==> src/sv/cbp_pkg.sv <==
// Shared types and constants of the character ring buffer with peek cursor.
package cbp_pkg;

    localparam int REQ_W      = 3;
    localparam int CHAR_W     = 21;
    localparam int AMOUNT_W   = 12;
    localparam int CFG_DATA_W = 11;
    localparam int COUNT_W    = 11;
    localparam int SIZE_RESET = 1024;

    // Request codes on req_type
    localparam logic [REQ_W-1:0] REQ_WRITE      = 3'd0;
    localparam logic [REQ_W-1:0] REQ_READ       = 3'd1;
    localparam logic [REQ_W-1:0] REQ_PEEK       = 3'd2;
    localparam logic [REQ_W-1:0] REQ_RESET_PEEK = 3'd3;
    localparam logic [REQ_W-1:0] REQ_SCROLL     = 3'd4;
    localparam logic [REQ_W-1:0] REQ_SEEK       = 3'd5;

    // Configuration register indexes
    localparam logic CFG_SIZE_IN_USE  = 1'b0;
    localparam logic CFG_OVERWRITE_EN = 1'b1;

    typedef enum logic [2:0] {
        OP_WRITE,
        OP_READ,
        OP_PEEK,
        OP_RESET_PEEK,
        OP_SCROLL,
        OP_SEEK,
        OP_NONE
    } op_t;

    typedef struct packed {
        op_t                         op;
        logic [CHAR_W-1:0]           ch;
        logic signed [AMOUNT_W-1:0]  amount;
    } cmd_t;

endpackage

==> src/sv/cbp_queue.sv <==
// Two-entry command queue between the front end and the back end.
module cbp_queue
(
    input  logic          clk,
    input  logic          rst_n,
    input  logic          push_valid,
    output logic          push_ready,
    input  cbp_pkg::cmd_t push_cmd,
    output logic          pop_valid,
    input  logic          pop,
    output cbp_pkg::cmd_t pop_cmd
);

    cbp_pkg::cmd_t slot_reg [2];
    logic          wr_ptr_reg;
    logic          wr_ptr_next;
    logic          rd_ptr_reg;
    logic          rd_ptr_next;
    logic [1:0]    count_reg;
    logic [1:0]    count_next;
    logic          do_push;
    logic          do_pop;

    assign push_ready = (count_reg != 2'd2);
    assign pop_valid  = (count_reg != 2'd0);
    assign pop_cmd    = slot_reg[rd_ptr_reg];
    assign do_push    = push_valid && push_ready;
    assign do_pop     = pop && pop_valid;

    always_comb
    begin
        wr_ptr_next = do_push ? !wr_ptr_reg : wr_ptr_reg;
        rd_ptr_next = do_pop ? !rd_ptr_reg : rd_ptr_reg;
        count_next  = count_reg;
        if (do_push && !do_pop)
        begin
            count_next = count_reg + 2'd1;
        end
        else if (do_pop && !do_push)
        begin
            count_next = count_reg - 2'd1;
        end
    end

    always_ff @(posedge clk or negedge rst_n)
    begin
        if (!rst_n)
        begin
            wr_ptr_reg <= 1'b0;
            rd_ptr_reg <= 1'b0;
            count_reg  <= 2'd0;
        end
        else
        begin
            wr_ptr_reg <= wr_ptr_next;
            rd_ptr_reg <= rd_ptr_next;
            count_reg  <= count_next;
        end
    end

    always_ff @(posedge clk)
    begin
        if (do_push)
        begin
            slot_reg[wr_ptr_reg] <= push_cmd;
        end
    end

endmodule

==> config.mk <==
export PLATFORM = sky130hd
export DESIGN_NAME = cbp_queue
export DESIGN_NICKNAME = d
export VERILOG_FILES = /design/src/sv/cbp_pkg.sv /design/src/sv/cbp_queue.sv
export SDC_FILE = /design/constraint.sdc
export NUM_CORES = 1
export LEC_CHECK = 0
export BUFFER_PORTS_ARGS = -buffer_cell sky130_fd_sc_hd__buf_2
export CORE_UTILIZATION = 44
export CTS_CLUSTER_DIAMETER = 80
export DETAILED_ROUTE_END_ITERATION = 10
export PLACE_DENSITY_LB_ADDON = 0.2
export SYNTH_ARGS = -nofsm -noshare
export SYNTH_HDL_FRONTEND = slang
export SYNTH_SLANG_ARGS = --single-unit
==> constraint.sdc <==
create_clock -name clk -period 6.8 [get_ports clk]
set_input_delay 0.34 -clock clk [delete_from_list [all_inputs] [get_ports clk]]
set_output_delay 0.34 -clock clk [all_outputs]
set_load 0.02 [all_outputs]
==> metrics <==
R2R Setup Slk 4.85 ns; number of global-route vias before repair 1536; IO buf count 77; power per cell area 442 mW/mm^2; WL met3 253 microns; CP startpoint kind flip-flop; via count 1431; most common cell in the netlist edfxtp_1; max-slew violations 0; GP Congestion 0.689; Synth area leaders edfxtp_1 (74%), mux2_4 (15%), dfrtp_1 (3.4%), mux2_2 (2.7%), buf_12 (2.0%); first-pass GRT wire length 7310 microns; clock latency on the worst-skew pair 0.33 ns; register area 0.00226 sq mm; core area 0.00639 sq mm; clock slew seen by the registers of the worst setup and hold paths 0.08 ns; multi-input logic area 613 sq um; Std-Cell Rows 29; clk_skew 0.0108 ns; total gr overflow 0; Layout Cells excl Fill 296; vias per cell 4.83; final hold vios 0; Cell Area, Synth 0.00294 sq mm; worst path required time 6.46 ns; DR WL/cell 15.5 microns; period utilisation layout 0.348; final setup TNS 0 ns; crit end category primary output; pin count of the biggest net entering global routing 38; Filler Cell Count 515; GRT Total Usage 0.144; post-synth top area cell edfxtp_1; Top Metal Used met4; CP Class flip-flop to primary output; fmax 422 MHz; post-detail-place hpwl 3020 microns; io pins 78; Die Wd 83.8 microns; post_cts resized 0; max-cap violations 0; CTS root buffer clkbuf_8; synth cell count leaders edfxtp_1 (72), mux2_4 (29), mux2_2 (7), dfrtp_1 (4); Inst Count DP 280; DR WL met2 2490 microns; Yosys cell types 15; Seq/Total Area, Yosys 0.769; final net count 256; status completed; Hold Crit Class primary input to flip-flop; CTS tree done; worst vdd ir 0.304 mV; Post-synth EDFFs 72; ant diodes 0; Synth warnings 0; slew margin rel. 0.263; clock buffer depth 2; RSZ-0062 raised after global routing no; first-pass iteration count of the detailed router 4; post-route ant nets 0; max reg flops 72; fin crit period 2.37 ns; Final Power 0.00157 W; CTS Sinks 76; Total Wirelength 4600 microns; initial antenna violation count 0; Final setup viols 0; Starting Density 0.461; DRC viols 0; Num CTS Buffers 9; Critical Path Fanout Max 37; synthesized flop and latch total 76; Avg Inst Size Synth 22.6 sq um; Worst Max-Slew Pin Slew 1.11 ns; Post-Synthesis Cells 130; FFs w/ async S/R, synth 0.0526; Vert. Die Dim 83.8 microns; CP Data Arrival Time 2.03 ns; Layout area overhead 20.8%; top cell type's share of synthesized area 0.735; CTS H-tree lvls 3; post-synth net total 171; Min Hold Slack 0.191 ns; First DRT Iteration DRCs 54; main flop type after synthesis edfxtp_1; layout cells sized above 1 0.594; met1 wire length 1760 microns; die area 0.00702 sq mm; Pleak 1.43 nW
-- final timing paths --
check	endpoint	cells after the start	from
min in group asynchronous	count_reg[0]$_DFFE_PN0P_	2	rst_n
max reg2reg	slot_reg[0][28]$_DFFE_PP_	3	count_reg[0]$_DFFE_PN0P_
max in group asynchronous	rd_ptr_reg$_DFFE_PN0P_	2	rst_n
min	slot_reg[0][32]$_DFFE_PP_	1	push_cmd[32]
max	pop_cmd[31]	2	rd_ptr_reg$_DFFE_PN0P_
min reg2reg	count_reg[1]$_DFFE_PN0P_	1	count_reg[1]$_DFFE_PN0P_
-- logic make-up after synthesis --
family | count (synthesis) | synth area share
flip-flops | 76 | 0.769
XOR/XNOR | 5 | 0.0149
adder cells (fa/ha/maj) | 1 | 0.00425
AND/OR/NAND/NOR | 7 | 0.0115
buffers and inverters | 5 | 0.0255
multiplexers | 36 | 0.175
-- layout make-up --
| cell class | instances | share of cell area |
|---|---|---|
| sequential | 76 | 0.637 |
| multi-input combinational | 49 | 0.173 |
| timing repair buffer | 78 | 0.111 |
| clock buffer | 9 | 0.0349 |
| tap | 77 | 0.0271 |
| clock inverter | 6 | 0.0159 |
| inverter | 1 | 0.00106 |
-- routing by layer --
layer,global-route usage,up-vias
li1,-,670
met1,0.151,693
met2,0.251,59
met3,0.0425,9
met4,0.0940,0
met5,0,-
-- cells in the final DEF (no fill, tap or decap) --
cell / n
clkinv_1: 1
ha_1: 1
mux2_2: 7
or2_1: 1
nor2_4: 1
xnor2_1: 3
clkinv_2: 3
inv_1: 1
mux2_4: 29
buf_2: 77
dfrtp_1: 3
bufinv_16: 1
clkbuf_8: 9
dfrtp_2: 1
and3_2: 1
nor2_1: 1
dlygate4sd3_1: 1
clkinvlp_4: 1
xor2_1: 2
edfxtp_1: 72
nand2_1: 2
nand2b_1: 1
-- report_power, final --
group | internal, W | switching, W
Sequential | 0.000644 | 0.0000905
Combinational | 0.000254 | 0.000272
Clock | 0.000164 | 0.000148
Total | 0.00106 | 0.000510
-- critical path, stage by stage, from the launching register on --
cell     delay (ns)
dfrtp_2        1.10
mux2_2         0.42
buf_2          0.16
-- metrics by stage --
step / utilization / worst slack [ns] / cell area [sq um]
after floorplan: - / 4.05 / 2940
after global routing: 0.556 / 4.32 / 3550
final: 0.556 / 4.43 / 3550
after detailed placement: 0.526 / 4.76 / 3360
after global placement: 0.526 / 4.80 / 3360
after CTS: 0.556 / 4.37 / 3550
-- timing repair --
| action | CTS | global route |
|---|---|---|
| buffers inserted | 0 | 0 |
| endpoints found under the hold margin | 4 | 0 |
| hold buffers | 1 | 0 |
(Power assumes the default switching activity.)
